--- src/rtl/core/ptsps_pkg.sv ---
`default_nettype none
// ----------------------------------------------------------------------------
// ptsps_pkg
// Shared types and codes of the pan/tilt scan pattern sequencer.
// ----------------------------------------------------------------------------
package ptsps_pkg;

    localparam int MAX_AREAS_DEF    = 8;
    localparam int MAX_SEQUENCE_DEF = 8;

    // wide enough for any table index and for depths up to 127
    localparam int IDX_W = 7;

    localparam logic [2:0] MODE_TICK     = 3'd0;
    localparam logic [2:0] MODE_START    = 3'd1;
    localparam logic [2:0] MODE_STOP     = 3'd2;
    localparam logic [2:0] MODE_LOAD_AREA = 3'd3;
    localparam logic [2:0] MODE_LOAD_SEQ = 3'd4;

    localparam logic [1:0] PAT_RECT  = 2'd0;
    localparam logic [1:0] PAT_ZIG_H = 2'd1;
    localparam logic [1:0] PAT_ZIG_V = 2'd2;

    localparam logic [1:0] EV_NONE    = 2'd0;
    localparam logic [1:0] EV_PREVIEW = 2'd1;
    localparam logic [1:0] EV_ATTACK  = 2'd2;
    localparam logic [1:0] EV_UNKNOWN = 2'd3;

    localparam logic [1:0] CFG_TOLERANCE   = 2'd0;
    localparam logic [1:0] CFG_STEP_SIZE   = 2'd1;
    localparam logic [1:0] CFG_TOTAL_AREAS = 2'd2;

    typedef struct packed {
        logic [7:0] max_y;
        logic [7:0] min_y;
        logic [7:0] max_x;
        logic [7:0] min_x;
    } t_bounds;

    typedef struct packed {
        logic [7:0] target_x;
        logic [7:0] target_y;
        logic       running;
        logic [1:0] kind;
        t_bounds    bounds;
        logic [8:0] step;
        logic [3:0] phase;
    } t_state;

    typedef struct packed {
        logic       wr_area;
        logic       wr_seq;
        logic       flush;
        logic [2:0] area_idx;
        logic [2:0] slot_idx;
        t_bounds    bounds;
    } t_mem_req;

    typedef struct packed {
        logic    valid;
        t_bounds bounds;
    } t_pf;

endpackage : ptsps_pkg
`default_nettype wire

--- src/rtl/core/pan_tilt_scan_pattern_sequencer_top.sv ---
`default_nettype none
// ----------------------------------------------------------------------------
// pan_tilt_scan_pattern_sequencer_top
// Pan/tilt servo target sequencer: rectangle preview and zigzag raster scans
// over a list of areas held in on-chip tables.
//
//   channel   direction  handshake                 payload
//   in        input      i_in_valid / o_in_ready   mode, positions, pattern,
//                                                  bounds, indexes, home
//   out       output     o_out_valid / i_out_ready targets, event, busy
//   cfg       input      i_cfg_we                  i_cfg_idx, i_cfg_data
//
// One word per cycle unless input is held off; each accepted input word gives
// one registered result word. After a start, a stop, a table load, any other
// non-tick word or an area change, the next area's bounds are fetched from
// the tables by a sequence read, a table read and a capture; a running zigzag
// accepts no word until that fetch is done. Reset is synchronous; it clears
// control state, sets the register file to defaults; tables stay unwritten.
// A full output register holds off input unless it is taken in the same cycle.
// ----------------------------------------------------------------------------
module pan_tilt_scan_pattern_sequencer_top
    import ptsps_pkg::*;
#(
    parameter int MAX_AREAS    = MAX_AREAS_DEF,
    parameter int MAX_SEQUENCE = MAX_SEQUENCE_DEF
) (
    input  wire logic       i_clk,
    input  wire logic       i_rst_n,
    input  wire logic       i_in_valid,
    output logic            o_in_ready,
    input  wire logic [2:0] i_mode,
    input  wire logic [7:0] i_pos_x,
    input  wire logic [7:0] i_pos_y,
    input  wire logic [1:0] i_pattern,
    input  wire logic [7:0] i_min_x,
    input  wire logic [7:0] i_max_x,
    input  wire logic [7:0] i_min_y,
    input  wire logic [7:0] i_max_y,
    input  wire logic [2:0] i_area_index,
    input  wire logic [2:0] i_slot_index,
    input  wire logic [7:0] i_home_x,
    input  wire logic [7:0] i_home_y,
    output logic            o_out_valid,
    input  wire logic       i_out_ready,
    output logic [7:0]      o_target_x,
    output logic [7:0]      o_target_y,
    output logic [1:0]      o_event_code,
    output logic            o_busy_res,
    input  wire logic       i_cfg_we,
    input  wire logic [1:0] i_cfg_idx,
    input  wire logic [7:0] i_cfg_data
);

    t_state     r_st;
    t_state     n_st;
    logic [7:0] r_tolerance;
    logic [7:0] r_step_size;
    logic [3:0] r_total_areas;
    logic       r_out_valid;
    logic [7:0] r_target_x;
    logic [7:0] r_target_y;
    logic [1:0] r_event;
    logic       r_busy;

    t_bounds    w_bounds;
    t_mem_req   w_req;
    t_pf        w_pf;
    logic [1:0] w_event;
    logic       w_area_done;
    logic       w_stall;
    logic       w_in_acc;

    assign w_bounds = '{max_y: i_max_y, min_y: i_min_y, max_x: i_max_x, min_x: i_min_x};

    // a running zigzag may chain to the next area on any tick
    assign w_stall    = r_st.running && ((r_st.kind == PAT_ZIG_H) || (r_st.kind == PAT_ZIG_V))
                        && !w_pf.valid;
    assign o_in_ready = (!r_out_valid || i_out_ready) && !w_stall;
    assign w_in_acc   = i_in_valid && o_in_ready;

    assign w_req.wr_area  = w_in_acc && (i_mode == MODE_LOAD_AREA);
    assign w_req.wr_seq   = w_in_acc && (i_mode == MODE_LOAD_SEQ);
    assign w_req.flush    = w_in_acc && ((i_mode != MODE_TICK) || w_area_done);
    assign w_req.area_idx = i_area_index;
    assign w_req.slot_idx = i_slot_index;
    assign w_req.bounds   = w_bounds;

    ptsps_area_mem #(
        .MAX_AREAS    (MAX_AREAS),
        .MAX_SEQUENCE (MAX_SEQUENCE)
    ) u_area_mem (
        .i_clk   (i_clk),
        .i_rst_n (i_rst_n),
        .i_req   (w_req),
        .i_phase (r_st.phase),
        .o_pf    (w_pf)
    );

    ptsps_step u_step (
        .i_state       (r_st),
        .i_mode        (i_mode),
        .i_pos_x       (i_pos_x),
        .i_pos_y       (i_pos_y),
        .i_pattern     (i_pattern),
        .i_bounds      (w_bounds),
        .i_home_x      (i_home_x),
        .i_home_y      (i_home_y),
        .i_tolerance   (r_tolerance),
        .i_step_size   (r_step_size),
        .i_total_areas (r_total_areas),
        .i_next_bounds (w_pf.bounds),
        .o_state       (n_st),
        .o_event       (w_event),
        .o_area_done   (w_area_done)
    );

    // register file
    always_ff @(posedge i_clk) begin
        if (!i_rst_n) begin
            r_tolerance   <= 8'd2;
            r_step_size   <= 8'd10;
            r_total_areas <= 4'd1;
        end else if (i_cfg_we) begin
            case (i_cfg_idx)
                CFG_TOLERANCE:   r_tolerance   <= i_cfg_data;
                CFG_STEP_SIZE:   r_step_size   <= i_cfg_data;
                CFG_TOTAL_AREAS: r_total_areas <= i_cfg_data[3:0];
                default: begin
                    r_tolerance <= r_tolerance;
                end
            endcase
        end
    end

    // sequencer state
    always_ff @(posedge i_clk) begin
        if (!i_rst_n) begin
            r_st <= '0;
        end else if (w_in_acc) begin
            r_st <= n_st;
        end
    end

    // output register
    always_ff @(posedge i_clk) begin
        if (!i_rst_n) begin
            r_out_valid <= 1'b0;
        end else if (w_in_acc) begin
            r_out_valid <= 1'b1;
        end else if (i_out_ready) begin
            r_out_valid <= 1'b0;
        end
    end

    always_ff @(posedge i_clk) begin
        if (w_in_acc) begin
            r_target_x <= n_st.target_x;
            r_target_y <= n_st.target_y;
            r_event    <= w_event;
            r_busy     <= n_st.running;
        end
    end

    assign o_out_valid  = r_out_valid;
    assign o_target_x   = r_target_x;
    assign o_target_y   = r_target_y;
    assign o_event_code = r_event;
    assign o_busy_res   = r_busy;

endmodule : pan_tilt_scan_pattern_sequencer_top
`default_nettype wire

--- src/rtl/core/ptsps_area_mem.sv ---
`default_nettype none
// ----------------------------------------------------------------------------
// ptsps_area_mem
// Area bounds table and area visit sequence, with a prefetch of the bounds
// of the area that follows the current phase.
// ----------------------------------------------------------------------------
module ptsps_area_mem
    import ptsps_pkg::*;
#(
    parameter int MAX_AREAS    = MAX_AREAS_DEF,
    parameter int MAX_SEQUENCE = MAX_SEQUENCE_DEF
) (
    input  wire logic       i_clk,
    input  wire logic       i_rst_n,
    input  wire t_mem_req   i_req,
    input  wire logic [3:0] i_phase,
    output t_pf             o_pf
);

    localparam int TA_W = (MAX_AREAS > 1) ? $clog2(MAX_AREAS) : 1;
    localparam int SA_W = (MAX_SEQUENCE > 1) ? $clog2(MAX_SEQUENCE) : 1;

    typedef enum logic [1:0] {PF_SEQ, PF_TAB, PF_CAP, PF_VALID} t_pf_st;

    t_bounds    r_tab_mem [MAX_AREAS];
    logic [2:0] r_seq_mem [MAX_SEQUENCE];

    t_pf_st     r_pf_st;
    logic       r_seq_ok;
    logic       r_tab_ok;
    logic [2:0] r_seq_q;
    t_bounds    r_tab_q;
    t_bounds    r_nb;

    logic [3:0]       w_next_phase;
    logic [IDX_W-1:0] w_np_wide;
    logic [IDX_W-1:0] w_area_wide;
    logic [IDX_W-1:0] w_widx_area;
    logic [IDX_W-1:0] w_widx_slot;
    logic [2:0]       w_area;
    logic             w_np_ok;
    logic             w_area_ok;

    assign w_next_phase = i_phase + 4'd1;
    assign w_np_wide    = {{(IDX_W-4){1'b0}}, w_next_phase};
    assign w_np_ok      = w_np_wide < IDX_W'(MAX_SEQUENCE);
    assign w_area       = r_seq_ok ? r_seq_q : 3'd0;
    assign w_area_wide  = {{(IDX_W-3){1'b0}}, w_area};
    assign w_area_ok    = w_area_wide < IDX_W'(MAX_AREAS);
    assign w_widx_area  = {{(IDX_W-3){1'b0}}, i_req.area_idx};
    assign w_widx_slot  = {{(IDX_W-3){1'b0}}, i_req.slot_idx};

    // table writes and registered reads
    always_ff @(posedge i_clk) begin
        if (i_req.wr_area && (w_widx_area < IDX_W'(MAX_AREAS))) begin
            r_tab_mem[w_widx_area[TA_W-1:0]] <= i_req.bounds;
        end
        r_tab_q <= r_tab_mem[w_area_wide[TA_W-1:0]];
    end

    always_ff @(posedge i_clk) begin
        if (i_req.wr_seq && (w_widx_slot < IDX_W'(MAX_SEQUENCE))) begin
            r_seq_mem[w_widx_slot[SA_W-1:0]] <= i_req.area_idx;
        end
        r_seq_q <= r_seq_mem[w_np_wide[SA_W-1:0]];
    end

    // prefetch sequencer
    always_ff @(posedge i_clk) begin
        if (!i_rst_n) begin
            r_pf_st  <= PF_SEQ;
            r_seq_ok <= 1'b0;
            r_tab_ok <= 1'b0;
        end else if (i_req.flush) begin
            r_pf_st <= PF_SEQ;
        end else begin
            case (r_pf_st)
                PF_SEQ: begin
                    r_seq_ok <= w_np_ok;
                    r_pf_st  <= PF_TAB;
                end
                PF_TAB: begin
                    r_tab_ok <= w_area_ok;
                    r_pf_st  <= PF_CAP;
                end
                PF_CAP: begin
                    r_nb    <= r_tab_ok ? r_tab_q : t_bounds'('0);
                    r_pf_st <= PF_VALID;
                end
                default: begin
                    r_pf_st <= PF_VALID;
                end
            endcase
        end
    end

    assign o_pf.valid  = (r_pf_st == PF_VALID);
    assign o_pf.bounds = r_nb;

endmodule : ptsps_area_mem
`default_nettype wire

--- src/rtl/core/ptsps_step.sv ---
`default_nettype none
// ----------------------------------------------------------------------------
// ptsps_step
// Next state and event for one command word: arrival test, rectangle corners,
// zigzag line stepping and area chaining.
// ----------------------------------------------------------------------------
module ptsps_step
    import ptsps_pkg::*;
(
    input  wire t_state     i_state,
    input  wire logic [2:0] i_mode,
    input  wire logic [7:0] i_pos_x,
    input  wire logic [7:0] i_pos_y,
    input  wire logic [1:0] i_pattern,
    input  wire t_bounds    i_bounds,
    input  wire logic [7:0] i_home_x,
    input  wire logic [7:0] i_home_y,
    input  wire logic [7:0] i_tolerance,
    input  wire logic [7:0] i_step_size,
    input  wire logic [3:0] i_total_areas,
    input  wire t_bounds    i_next_bounds,
    output t_state          o_state,
    output logic [1:0]      o_event,
    output logic            o_area_done
);

    logic [7:0]  w_dx;
    logic [7:0]  w_dy;
    logic        w_arrived;
    logic        w_even;
    logic [16:0] w_prod;
    logic [7:0]  w_near;
    logic [7:0]  w_far;
    logic [17:0] w_line;
    logic        w_past;
    logic [3:0]  w_phase_n;

    assign w_dx = (i_pos_x > i_state.target_x) ? i_pos_x - i_state.target_x
                                               : i_state.target_x - i_pos_x;
    assign w_dy = (i_pos_y > i_state.target_y) ? i_pos_y - i_state.target_y
                                               : i_state.target_y - i_pos_y;
    assign w_arrived = (w_dx < i_tolerance) && (w_dy < i_tolerance);
    assign w_even    = ~i_state.step[0];

    assign w_near = (i_state.kind == PAT_ZIG_V) ? i_state.bounds.min_x
                                                : i_state.bounds.min_y;
    assign w_far  = (i_state.kind == PAT_ZIG_V) ? i_state.bounds.max_x
                                                : i_state.bounds.max_y;
    assign w_prod    = {8'd0, i_state.step} * {9'd0, i_step_size};
    assign w_line    = {10'd0, w_near} + {1'b0, w_prod};
    assign w_past    = w_line > {10'd0, w_far};
    assign w_phase_n = i_state.phase + 4'd1;

    always_comb begin
        o_state     = i_state;
        o_event     = EV_NONE;
        o_area_done = 1'b0;
        case (i_mode)
            MODE_TICK: begin
                if (i_state.running && w_arrived) begin
                    case (i_state.kind)
                        PAT_RECT: begin
                            o_state.step = i_state.step + 9'd1;
                            case (i_state.step)
                                9'd0: begin
                                    o_state.target_x = i_state.bounds.max_x;
                                    o_state.target_y = i_state.bounds.min_y;
                                end
                                9'd1: begin
                                    o_state.target_x = i_state.bounds.max_x;
                                    o_state.target_y = i_state.bounds.max_y;
                                end
                                9'd2: begin
                                    o_state.target_x = i_state.bounds.min_x;
                                    o_state.target_y = i_state.bounds.max_y;
                                end
                                9'd3: begin
                                    o_state.target_x = i_state.bounds.min_x;
                                    o_state.target_y = i_state.bounds.min_y;
                                end
                                default: begin
                                    o_state.step    = i_state.step;
                                    o_state.running = 1'b0;
                                    o_event         = EV_PREVIEW;
                                end
                            endcase
                        end
                        PAT_ZIG_H, PAT_ZIG_V: begin
                            if (w_past) begin
                                o_area_done   = 1'b1;
                                o_state.phase = w_phase_n;
                                if (w_phase_n < i_total_areas) begin
                                    o_state.bounds   = i_next_bounds;
                                    o_state.step     = 9'd0;
                                    o_state.running  = 1'b1;
                                    o_state.target_x = i_next_bounds.min_x;
                                    o_state.target_y = i_next_bounds.min_y;
                                end else begin
                                    o_state.running  = 1'b0;
                                    o_state.target_x = i_state.bounds.min_x;
                                    o_state.target_y = i_state.bounds.min_y;
                                    o_event          = EV_ATTACK;
                                end
                            end else begin
                                o_state.step = i_state.step + 9'd1;
                                if (i_state.kind == PAT_ZIG_H) begin
                                    o_state.target_x = w_even ? i_state.bounds.max_x
                                                              : i_state.bounds.min_x;
                                    o_state.target_y = w_line[7:0];
                                end else begin
                                    o_state.target_x = w_line[7:0];
                                    o_state.target_y = w_even ? i_state.bounds.max_y
                                                              : i_state.bounds.min_y;
                                end
                            end
                        end
                        default: begin
                            o_state.running = 1'b0;
                            o_event         = EV_UNKNOWN;
                        end
                    endcase
                end
            end
            MODE_START: begin
                o_state.kind     = i_pattern;
                o_state.bounds   = i_bounds;
                o_state.step     = 9'd0;
                o_state.running  = 1'b1;
                o_state.target_x = i_bounds.min_x;
                o_state.target_y = i_bounds.min_y;
                o_state.phase    = 4'd0;
            end
            MODE_STOP: begin
                o_state.running  = 1'b0;
                o_state.target_x = i_home_x;
                o_state.target_y = i_home_y;
            end
            default: begin
                o_state = i_state;
            end
        endcase
    end

endmodule : ptsps_step
`default_nettype wire
--- config.mk ---
export PLATFORM = sky130hd
export DESIGN_NAME = pan_tilt_scan_pattern_sequencer_top
export DESIGN_NICKNAME = d
export VERILOG_FILES = /design/src/rtl/core/ptsps_pkg.sv /design/src/rtl/core/pan_tilt_scan_pattern_sequencer_top.sv /design/src/rtl/core/ptsps_area_mem.sv /design/src/rtl/core/ptsps_step.sv
export SDC_FILE = /design/constraint.sdc
export NUM_CORES = 1
export LEC_CHECK = 0
export BUFFER_PORTS_ARGS = -buffer_cell sky130_fd_sc_hd__buf_2
export CAP_MARGIN = 20
export CORE_MARGIN = 1.5
export CORE_UTILIZATION = 25
export DETAILED_ROUTE_END_ITERATION = 16
export HOLD_SLACK_MARGIN = 0.05
export PLACE_DENSITY = 0.44
export SLEW_MARGIN = 20
export SYNTH_ARGS = -nofsm -noshare
export SYNTH_HDL_FRONTEND = slang
export SYNTH_SLANG_ARGS = --single-unit
--- constraint.sdc ---
create_clock -name i_clk -period 18.4 [get_ports i_clk]
set_clock_uncertainty 0.05 [all_clocks]
set_input_delay 0.92 -clock i_clk [delete_from_list [all_inputs] [get_ports i_clk]]
set_output_delay 0.92 -clock i_clk [all_outputs]
set_load 0.005 [all_outputs]
Word level (Yosys, flattened, before mapping)
Memories as Yosys holds them, arrays and structs flattened. A register that Yosys moved wholly into a read port is not among the register bits.
Cells that the tools add are included.
- ROM bits: 0
- bits in latches: 0
- memories kept: 2
- output and inout bits: 21
- bits of input ports: 90
- word-level logic and storage cells: 149
- flip-flop bits (word level): 140
- bits in writable memories: 280
- memories (memory ; words ; width ; rd ports ; clocked after Yosys merged registers in ; wr ports ; RTL line ; RTL):
    u_area_mem.r_tab_mem ; 8 ; 32 ; 1 ; 1 ; 1 ; ptsps_area_mem.sv:25 ; t_bounds r_tab_mem [MAX_AREAS];
    u_area_mem.r_seq_mem ; 8 ; 3 ; 1 ; 1 ; 1 ; ptsps_area_mem.sv:26 ; logic [2:0] r_seq_mem [MAX_SEQUENCE];
- mux-type cells: 42
- equal/unequal tests: 21
- order comparisons: 10
- reductions and logical operators: 39
- div/mod/pow operators: 0
- add/subtract/negate cells: 7
- shift-type cells: 0
- bitwise logic cells: 2
- $mul: 1
- operators by type and width (kind ; count):
    case mux 45 bit (2 select lines) ; 1
    two-way mux 32 bit ; 2
    case mux 16 bit (4 select lines) ; 1
    case mux 17 bit (3 select lines) ; 1
    two-way mux 8 bit ; 6
    two-way mux 45 bit ; 1
    two-way mux 41 bit ; 1
    two-way mux 17 bit ; 2
    two-way mux 16 bit ; 2
    case mux 16 bit (2 select lines) ; 1
    subtractor 8 bit ; 4
    adder 8 x 17 -> 18 bit ; 1
    equality test 9 x 2 -> 1 bit (second input constant) ; 2
    > comparator 18 x 8 -> 1 bit ; 1
    two-way mux 9 bit ; 2
    case mux 9 bit (2 select lines) ; 1
    multiplier 9 x 8 -> 17 bit ; 1
    > comparator 8 bit ; 2
    less-than comparator 8 bit ; 2
    AND reduction 2 bit ; 7
    two-way mux 1 bit ; 13
    less-than comparator 3 x 4 -> 1 bit (second input constant) ; 3
    AND reduction 6 bit ; 2
    logical AND 1 bit ; 11
    31 further kinds ; 52

Logic depth before layout (Yosys ltp)
Gate-level depths: netlist of the first run.
- depth in word-level cells: 12
- gate-level depth with buffers: 28
- depth with buffers taken out: 25

Modules after synthesis
Synthesis of the first run repeated with hierarchy kept, for this count alone.
- cells, all modules: 2227
- area, all modules: 25438.1 sq um
- by module, submodules not included (module ; cells each ; instances ; area an instance (sq um) ; seq. area each (sq um)):
    ptsps_area_mem ; 715 ; 1 ; 13246.5 ; 10149.7
    ptsps_step ; 1134 ; 1 ; 8251.7 ; 0.0
    pan_tilt_scan_pattern_sequencer_top ; 378 ; 1 ; 3940.0 ; 2272.2

Worst setup path before layout of the first run
No wires, ideal clock.
- kind: flip-flop to flip-flop
- start: register r_st[45] in the netlist's numbering
- end: register u_area_mem.r_nb (netlist bit u_area_mem.o_pf[0]), enable pin
- data arrival time: 8.275 ns
- setup time: 0.461 ns
- required time: 17.889 ns
- cell stages (with the launch flop): 28
- slack: 9.614 ns
- cell sequence: dfxtp_1 > inv_1 > ha_1 > clkbuf_1 > buf_1 > mux2i_1 > fa_1 > inv_1 > ha_1 > ha_1 > inv_1 > fa_1 > inv_1 > ha_1 > fa_1 > a21o_1 > a21oi_1 > xnor2_1 > ha_1 > and4_1 > o2bb2ai_1 > a41o_1 > nand3_1 > a2111o_1 > o31ai_4 > o31a_1 > o21ai_0 > nor3_1
- cells in the longest elaborated chain, start to end: 12
- ends and longest elaborated chain (item ; RTL line ; RTL):
    start, declared ; pan_tilt_scan_pattern_sequencer_top.sv:54 ; t_state r_st;
    start signal, assigned ; pan_tilt_scan_pattern_sequencer_top.sv:140 ; r_st <= n_st;
    equality test 2 bit ; - ;
    two-way mux 8 bit ; ptsps_step.sv:45 ; assign w_near = (i_state.kind == PAT_ZIG_V) ? i_state.bounds.min_x
    adder 8 x 17 -> 18 bit ; ptsps_step.sv:50 ; assign w_line = {10'd0, w_near} + {1'b0, w_prod};
    > comparator 18 x 8 -> 1 bit ; ptsps_step.sv:51 ; assign w_past = w_line > {10'd0, w_far};
    two-way mux 1 bit ; ptsps_step.sv:89 ; if (w_past) begin
    two-way mux 1 bit ; ptsps_step.sv:61 ; case (i_state.kind)
    two-way mux 1 bit ; ptsps_step.sv:60 ; if (i_state.running && w_arrived) begin
    two-way mux 1 bit ; ptsps_step.sv:58 ; case (i_mode)
    logical OR 1 bit ; pan_tilt_scan_pattern_sequencer_top.sv:83 ; assign w_req.flush = w_in_acc && ((i_mode != MODE_TICK) || w_area_done);
    logical AND 1 bit (*) ; pan_tilt_scan_pattern_sequencer_top.sv:83 ;
    inverter 1 bit (no source line) (*) ; - ;
    AND reduction 3 bit (no source line) (*) ; - ;
    end signal, assigned ; ptsps_area_mem.sv:87 ; r_nb <= r_tab_ok ? r_tab_q : t_bounds'('0);
    end, declared ; ptsps_area_mem.sv:33 ; t_bounds r_nb;
Every way passes the cells marked *; elsewhere a longest branch is shown, timed or not.
A chain may end at the register's enable or synchronous reset.

==> results.ini, run 1 <==
[sta]
worst_pin_slew_ps=1045
rsz0062_at_grt=no
fmax_ghz=0.1296
hold_viol_final=0
post-route-period-util=0.4194
finalSetupViolCount=0
fin_crit_ps=7716
relSlewSlack=0.3036
fin_setup_tns_ps=0
drv_slew=0

[critical_path]
reg2regPathDepth=24
rrSetupSlack_ps=10680
crit_start=r_st[45]$_SDFFE_PN0P_
path_max_fanout=16
arrival_ps=8140
path_common_cell=ha_1
max_stage_delay_ps=840
r2r_end=o_target_y[3]$_DFFE_PP_
end_kind=flop
worst-path-buf-inv=3
start_kind=flop
cp_slowest_cell=ha_1
path_cells=inv_1 -> ha_1 -> mux2_2 -> fa_1 -> ha_1 -> ha_1 -> inv_1 -> fa_1 -> inv_1 -> ha_1 -> fa_1 -> a21o_1 -> a21oi_1 -> xnor2_1 -> ha_1 -> and4_1 -> o2bb2ai_1 -> a41o_1 -> nand3_1 -> a2111o_1 -> nor3_4 -> mux2_1 -> a31oi_1 -> o22a_1
cp-endpoint=o_target_y[3]$_DFFE_PP_
cp_top_family=adder cells
critical_path_depth=24
path_class=reg -> reg
required_ps=18830
r2r_start=r_st[45]$_SDFFE_PN0P_

[routing]
drt.antenna.violating_nets=0
num_vias=15440
dr.pass1.iters=6
drc=0
viasPerCell=4.755
wl_per_cell_um=21.51
drt_wl_total_um=69850
drtIter0Drc=1338

[floorplan]
rows=112
initial_core_util=0.2525
num_io_pins=111
core_area_mm2=0.09347
dieHeight_um=310.2
die-width_um=310.2
dieArea_mm2=0.09625

[power_and_ir_drop]
irDropWorstVdd_v=0.00006567
p_sw_frac=0.2534
internal-power_w=0.001776
seqPwrFrac=0.479
p_leak_nw=10.16
switchingPower_w=0.0006028
pwr-share-clk=0.411
p_comb_frac=0.110
fin_total_pwr_w=0.002379
power.density_mw_per_mm2=87.31

[yosys]
synthFlopType=edfxtp_1
ys_warn_count=0
synth-edff-count=331
synth.avg_cell_area_um2=12.68
syn_inst=1861
syn_nets=2111
ys_types=74
synth_seq_cells=455
ys_seq_area_frac=0.5264
async_reset_ff_frac=0
syn_area_mm2=0.02360

[place]
portBuffers=110
placed_cells=3151
gp_congestion=0.8886
dpl.hpwl_um=48610

[clock_network]
clk_path_buf_depth=3
path_clk_slew_ps=60
cts.sinks=455
cts_root_buffer=clkbuf_16
numCtsBuffers=50
cts_setup_buffers=0
clk_latency_ps=620
ctsResizeCount=0
ctsHoldBuffers=0
cts_tree=yes
cts-htree-levels=2

[layout]
fin_nets=2199
final_core_utilization=0.2915
fin_cells=3247
fill_cells=9560
drive_above_1_share=0.1814
area_growth_pct=15.44

[outcome]
status=complete, no violations

[global_route]
antenna_found_initial=16
grt_overflow=0
grt_max_degree=65
first_global_vias=15750
grt_pass1_wl_um=103400
grt.total_usage=0.1447

[min_path]
worstHoldPathType=reg -> reg

[job]
maxCapViolCount=0

[flip-flops by register name, indices dropped and copies added, names as in the netlist, 3 cells and up]
register and cells:
o_target_x 8, o_target_y 8, r_st 64, r_step_size 8, r_tolerance 8, r_total_areas 4
u_area_mem.o_pf 32, u_area_mem.r_seq_mem 24, u_area_mem.r_seq_q 3, u_area_mem.r_tab_mem 256, u_area_mem.r_tab_q 32
[placed cells by master, fill, tap and decap left out, types with 28 or more instances in the layout]
master	netlist	final
ha_1	106	106
mux4_2	70	70
buf_4	1	28
clkbuf_16	0	50
a21oi_1	91	90
a211oi_1	40	40
and2_1	91	91
fa_1	54	54
inv_1	140	139
mux2_2	55	55
mux2i_1	93	93
nand2_1	110	109
nor2_1	103	97
o21ai_0	36	36
buf_2	6	110
dfxtp_1	124	122
edfxtp_1	331	331
[per-stage QoR]
stage,hold WS [ps],setup slack [ps],instance area [µm²]
after floorplan,388.8,9614,23600
after global placement,407.1,10870,25610
after detailed placement,414.6,10700,25610
after CTS,406.9,10680,27230
after global routing,434.0,10340,27230
final,419.1,10680,27240
[power by group through the flow]
stage	combinational, W	sequential (W)	clock, W
after floorplan	0.000171	0.00115	0
after global placement	0.000259	0.00116	0
after detailed placement	0.000263	0.00116	0
after CTS	0.000264	0.00114	0.00101
after global routing	0.000287	0.00114	0.00105
final	0.000261	0.00114	0.000977
[Yosys cell counts, drive strengths merged (9+ instances only)]
cell type	instances	area share
edfxtp	331	0.42
inv	140	0.022
dfxtp	124	0.11
nand2	110	0.017
ha	106	0.056
nor2	103	0.016
a21oi	93	0.020
mux2i	93	0.039
and2	91	0.024
clkbuf	89	0.014
mux4	70	0.067
mux2	67	0.032
fa	54	0.046
a211oi	40	0.013
o21ai	39	0.0086
a21o	20	0.0064
and3	20	0.0053
a31oi	19	0.0050
nand3	19	0.0040
nand2b	18	0.0048
a222oi	16	0.0068
nor3	16	0.0039
o22ai	16	0.0042
o211ai	15	0.0048
o22a	14	0.0052
buf	13	0.0029
o221a	12	0.0057
or3	10	0.0027
xor2	10	0.0037
nand4	9	0.0024
xnor2	9	0.0033
[worst min path at each step]
stage                                              start                           endpoint  cells past startpoint
after floorplan            r_total_areas[0]$_SDFFE_PN1P_      r_total_areas[0]$_SDFFE_PN1P_                      2
after global placement              r_st[3]$_SDFFE_PN0P_               r_st[3]$_SDFFE_PN0P_                      2
after detailed placement            r_st[3]$_SDFFE_PN0P_               r_st[3]$_SDFFE_PN0P_                      2
after CTS                 u_area_mem.r_tab_q[25]$_DFF_P_  u_area_mem.o_pf[25]$_SDFFCE_PN0P_                      1
after global routing      u_area_mem.r_tab_q[24]$_DFF_P_  u_area_mem.o_pf[24]$_SDFFCE_PN0P_                      1
final                               r_st[3]$_SDFFE_PN0P_               r_st[3]$_SDFFE_PN0P_                      2
[kinds of logic (layout without fill, tap and decap cells)]
group,after synthesis,count (layout),synth area share
flip-flops,455,455,0.5264
other,0,3,0
AO/OA/AOI/OAI,327,327,0.09570
adder cells (fa/ha/maj),160,160,0.1020
multiplexers,230,230,0.1382
AND/OR/NAND/NOR,427,427,0.09119
buffers and inverters,243,372,0.03945
XOR/XNOR,19,19,0.007052
[final cells by class]
class | count | area (µm²) | area share
inverter | 141 | 529.3 | 0.01943
timing repair buffer | 138 | 760.7 | 0.02792
sequential | 455 | 12420 | 0.4561
tap | 1254 | 1569 | 0.05759
antenna | 3 | 7.507 | 0.0002756
clock buffer | 65 | 1348 | 0.04946
clock inverter | 28 | 274.0 | 0.01006
multi-input combinational | 1163 | 10330 | 0.3792
[layer usage]
layer	global-route usage	vias up	part of all wire
met5	0	-	0.0014
met4	0.03619	16	0.023
met3	0.02929	124	0.057
met2	0.2402	425	0.47
met1	0.1923	7806	0.44
li1	-	7070	-
[worst reg2reg max path, cell delays in order, from the launching register on]
cell and delay, ps:
dfxtp_1 340, inv_1 90, ha_1 840, mux2_2 460
fa_1 430, ha_1 300, ha_1 280, inv_1 40
fa_1 480, inv_1 50, ha_1 220, fa_1 460
a21o_1 220, a21oi_1 170, xnor2_1 120, ha_1 320
and4_1 190, o2bb2ai_1 100, a41o_1 140, nand3_1 90
a2111o_1 460, nor3_4 810, mux2_1 430, a31oi_1 290
o22a_1 200
No activity file was read; power rests on OpenSTA's default activity.
==> inputs of run 2 (changes only) <==
- PLACE_DENSITY: 0.44 -> 0.46
- clock period: 18.4 -> 6.5 ns (I/O delays scaled with it)
==> run 2 against run 1 <==
  * Global-route usage is 0.19 points lower
  * Design area is 4.5% higher
  * Flip-flop and latch count is the same
  * Total power grew to 3.0 times the previous value
  * Non-clock buffer count increased by 86
  * Core utilization is 1.3 points higher
  * First-iteration DRC count down 14%
==> results.ini, run 2 (synthesis gave the netlist of run 1 again) <==
[floorplan]
dieHeight_um=310.2  ; unchanged
num_io_pins=111  ; unchanged
core_area_mm2=0.09347  ; unchanged
rows=112  ; unchanged
dieArea_mm2=0.09625  ; unchanged
initial_core_util=0.2525  ; unchanged
die-width_um=310.2  ; unchanged

[min_path]
hp-start=i_slot_index[2]
worstHoldPathType=in -> reg

[critical_path]
path_max_fanout=8  ; -8
required_ps=6780  ; -12050 ps
end_kind=flop
crit_start=r_st[45]$_SDFFE_PN0P_
arrival_ps=6690  ; -1450 ps
max_stage_delay_ps=510  ; -330 ps
r2r_start=r_st[45]$_SDFFE_PN0P_
start_kind=flop
cp_slowest_cell=fa_1
path_class=reg -> reg

[layout]
final_common_cell=edfxtp_1
largest_register_ff_count=256  ; unchanged
fin_nets=2287  ; +4.0%
fin_cells=3335  ; +2.7%
drive_above_1_share=0.2135  ; +0.03205
mostFrequentLayoutCells=edfxtp_1, inv_1, dfxtp_1
area_growth_pct=20.69

[routing]
drt.antenna.violating_nets=0  ; unchanged
viasPerCell=4.695  ; -1.3%
drtIter0Drc=1144  ; -14%
drt_wl_total_um=69480  ; -0.52%
drc=0  ; unchanged
dr.pass1.iters=6  ; unchanged
wl_per_cell_um=20.83  ; -3.1%
num_vias=15660  ; +1.4%

[global_route]
antenna_found_initial=10  ; -6
grt_max_degree=50  ; -23%
grt_pass1_wl_um=103300  ; about the same
first_global_vias=16150  ; +2.5%
grt_overflow=0  ; unchanged
grt.total_usage=0.1428  ; -0.001914

[sta]
hold_viol_final=0  ; unchanged
drv_slew=0  ; unchanged
fin_setup_tns_ps=0  ; unchanged
setup_ws_ps=96.24  ; -10590 ps
fin_crit_ps=6404  ; -1312 ps
finalSetupViolCount=0  ; unchanged
rsz0062_at_grt=yes
relSlewSlack=0.3426  ; +0.03898
fmax_ghz=0.1562  ; +20%
post-route-period-util=0.9852  ; +0.5658
worst_pin_slew_ps=986.1  ; -58.47 ps

[power_and_ir_drop]
p_leak_nw=10.68  ; +5.2%
irDropWorstVdd_v=0.0001487  ; +130%
power.density_mw_per_mm2=247.3  ; +180%

[clock_network]
path_clk_slew_ps=60  ; about the same
cts_root_buffer=clkbuf_16
numCtsBuffers=51  ; +2.0%
cts.sinks=455  ; unchanged
cts_tree=yes
clk_latency_ps=620  ; about the same
clk_path_buf_depth=3  ; unchanged
cts-htree-levels=2  ; unchanged

[place]
placed_cells=3179  ; +0.89%
dpl.hpwl_um=49080  ; +0.98%
gp_congestion=0.9110  ; +2.5%
pre_cts_ws_ps=-16.32  ; -10720 ps
portBuffers=110  ; unchanged

[outcome]
status=complete, no violations

[job]
maxCapViolCount=0  ; unchanged

==> run 2: cell count changes in the layout (fill, tap and decap cells not counted), sizes merged <==
cell and delta:
clkbuf +3, diode -2, clkinv -6, clkinvlp +3, dlygate4sd3 +47, buf +37
a21oi +1, inv +1, bufinv +4
==> run 2: where the power goes <==
part	internal, W	switching, W	leakage, nW
sequential	0.00317	0.0000496	4.05
clock	0.00177	0.00124	0.864
combinational	0.000337	0.000465	5.77
==> run 2: layout make-up <==
cell class	count	area [µm²]
Fill cell	9423	64990
Sequential cell	455	12430
Multi-Input combinational cell	1164	10550
Timing Repair Buffer	224	1624
Tap cell	1254	1569
Clock buffer	66	1396
Inverter	141	529.3
Clock inverter	30	386.6
Antenna cell	1	2.502
==> run 2: final timing paths <==
check                                               to  slack (ps)  cells past startpoint
setup / recovery     u_area_mem.o_pf[15]$_SDFFCE_PN0P_         100                     26
hold / removal    u_area_mem.r_seq_mem[1][2]$_DFFE_PP_          90                      2
setup reg to reg     u_area_mem.o_pf[15]$_SDFFCE_PN0P_         100                     26
hold reg to reg                   r_st[3]$_SDFFE_PN0P_         420                      2
==> run 2: worst max-delay path, delay by kind of cell, from the launching register on <==
kind	cells	cell delay (ps)
XOR/XNOR	1	180
adder cells (fa/ha/maj)	7	2460
flip-flops	1	320
AO/OA/AOI/OAI	9	1940
AND/OR/NAND/NOR	2	300
multiplexers	1	280
buffers and inverters	6	580
==> run 2: what timing repair did <==
item / CTS / global route
pin swaps: 0 / 18
gates resized for setup: 2 / 27
cloned: 0 / 4
hold buffers: 47 / 0
buffers inserted: 0 / 9
setup endpoints to repair: 20 / 104
endpoints found under the hold margin: 305 / 0
==> run 2: stage by stage <==
step / power (W) / util / area, µm² / hold slack (ps)
finish: 0.007044 / 0.3047 / 28480 / 85.61
global placement: 0.004036 / 0.2774 / 25930 / 402.7
CTS: 0.007107 / 0.3017 / 28200 / 51.72
global route: 0.007309 / 0.3047 / 28480 / 80.93
floorplan: 0.003750 / - / 23690 / 373.9
detailed placement: 0.004049 / 0.2774 / 25930 / 409.9
==> run 2: per-layer routing <==
metal | vias up | global-route usage | wire length, µm
li1 | 7251 | - | -
met1 | 7906 | 0.1974 | 32210
met2 | 387 | 0.2315 | 32000
met3 | 103 | 0.02527 | 3494
met4 | 12 | 0.03392 | 1696
met5 | - | 0 | 78
==> inputs of run 3 (changes only) <==
- CORE_MARGIN: 1.5 -> not set
- CORE_UTILIZATION: 25 -> 56
- PLACE_DENSITY: 0.46 -> 0.82
==> run 3 against run 2 <==
  * Design area decreased by 5.0%
  * Combinational power fell by 5.0%
  * First-iteration DRC count rose by 55%
  * Sequential share of layout area up 2.3 points
  * Clock-buffer cell count shrank 4
==> results.ini, run 3 (synthesis gave the netlist of run 1 again) <==
[sta]
post-route-period-util=0.9733  ; -0.01189
hold_viol_final=0  ; unchanged
whs_ps=68.66  ; -16.95 ps
fmax_ghz=0.1581  ; +1.2%
relSlewSlack=0.3339  ; -0.008634
worst_pin_slew_ps=999.1  ; +12.95 ps
finalSetupViolCount=0  ; unchanged
fin_crit_ps=6326  ; -77.28 ps
fin_setup_tns_ps=0  ; unchanged
drv_slew=0  ; unchanged

[global_route]
grt_max_degree=65  ; +30%
antenna_found_initial=5  ; -5
grt_overflow=0  ; unchanged
first_global_vias=16400  ; +1.5%
grt_pass1_wl_um=94830  ; -8.2%
grt.total_usage=0.2870  ; +0.1442

[floorplan]
core_area_mm2=0.04120  ; -56%
dieArea_mm2=0.04297  ; -55%
initial_core_util=0.5728  ; +0.3203
rows=74  ; -34%
num_io_pins=111  ; unchanged
dieHeight_um=207.3  ; -33%
die-width_um=207.3  ; -33%

[critical_path]
start_kind=flop
worst-path-buf-inv=6  ; unchanged
cp_top_family=adder cells
required_ps=6740  ; -40 ps
path_common_cell=fa_1
path_max_fanout=8  ; unchanged
cp_slowest_cell=fa_1
end_kind=flop
arrival_ps=6570  ; -120 ps
path_class=reg -> reg
max_stage_delay_ps=490  ; -20 ps

[layout]
area_growth_pct=14.65
largest_register_ff_count=256  ; unchanged
fin_nets=2253  ; -1.5%
final_common_cell=edfxtp_1
fin_cells=2574  ; -23%
drive_above_1_share=0.1942  ; -0.01925
mostFrequentLayoutCells=edfxtp_1, inv_1, dfxtp_1

[place]
gp_congestion=0.9813  ; +7.7%
placed_cells=2442  ; -23%
dpl.hpwl_um=42220  ; -14%
portBuffers=110  ; unchanged

[routing]
viasPerCell=6.297  ; +34%
drtIter0Drc=1774  ; +55%
drc=0  ; unchanged
wl_per_cell_um=24.08  ; +16%
drt.antenna.violating_nets=0  ; unchanged
drt_wl_total_um=61980  ; -11%
dr.pass1.iters=7  ; +1
num_vias=16210  ; +3.5%

[clock_network]
cts_tree=yes
path_clk_slew_ps=70  ; about the same
clk_path_buf_depth=3  ; unchanged
cts_root_buffer=clkbuf_16
cts.sinks=455  ; unchanged
cts-htree-levels=2  ; unchanged
clk_latency_ps=580  ; -40 ps
numCtsBuffers=45  ; -12%

[min_path]
worstHoldPathType=in -> reg

[power_and_ir_drop]
fin_total_pwr_w=0.006681  ; -5.2%
power.density_mw_per_mm2=246.9  ; -0.16%
irDropWorstVdd_v=0.0002041  ; +37%
p_leak_nw=10.45  ; -2.2%

[job]
maxCapViolCount=0  ; unchanged

[outcome]
status=complete, no violations

## run 3: cell count changes in the layout (fill, tap and decap cells not counted), moves of 4 or more
cell	before	now
buf_12	4	10
buf_4	57	36
clkbuf_16	53	49
clkinvlp_4	4	0
dlygate4sd3_1	47	38
inv_2	6	2
mux2i_1	87	91
## run 3: worst paths after layout
check        cells after the start                   from                                   end  slack, ps
max                             26  r_st[45]$_SDFFE_PN0P_     u_area_mem.o_pf[13]$_SDFFCE_PN0P_        170
min                              1             i_min_x[5]  u_area_mem.r_tab_mem[0][5]$_DFFE_PP_         70
max reg2reg                     26  r_st[45]$_SDFFE_PN0P_     u_area_mem.o_pf[13]$_SDFFCE_PN0P_        170
min reg2reg                      2   r_st[3]$_SDFFE_PN0P_                  r_st[3]$_SDFFE_PN0P_        440
## run 3: final cells by class
type / count / area [µm²]
Antenna cell: 3 / 7.507
Clock buffer: 62 / 1313
Clock inverter: 21 / 222.7
Fill cell: 2860 / 14150
Inverter: 141 / 529.3
Multi-Input combinational cell: 1163 / 10430
Sequential cell: 455 / 12430
Tap cell: 532 / 665.6
Timing Repair Buffer: 197 / 1463
## run 3: metrics by stage
stage,utilization,instance area [µm²],worst slack [ps]
5_1_grt,0.6567,27060,-32.69
6_report,0.6567,27060,173.5
3_3_place_gp,0.6031,24850,239.4
4_1_cts,0.6527,26890,81.72
2_1_floorplan,-,23690,-233.3
3_5_place_dp,0.6060,24970,40.66
## run 3: power breakdown
group	total [W]	leakage (nW)	internal [W]	switching, W
Combinational	0.000762	5.64	0.000324	0.000439
Sequential	0.00323	4.05	0.00317	0.0000564
Clock	0.00269	0.761	0.00155	0.00114
## run 3: what timing repair did
item,in CTS,in global routing
gates cloned,0,3
buffers inserted,0,5
pin swaps,0,11
hold buffers,38,0
setup endpoints to repair,1,83
gates resized for setup,1,8
endpoints found under the hold margin,217,0
## run 3: metal layers
| layer | global-route usage | routed length (µm) | vias to the layer above |
|---|---|---|---|
| li1 | - | - | 7182 |
| met2 | 0.4705 | 29630 | 901 |
| met4 | 0.1058 | 2237 | 4 |
| met3 | 0.05946 | 5795 | 148 |
| met5 | 0 | 23 | - |
| met1 | 0.3791 | 24300 | 7973 |
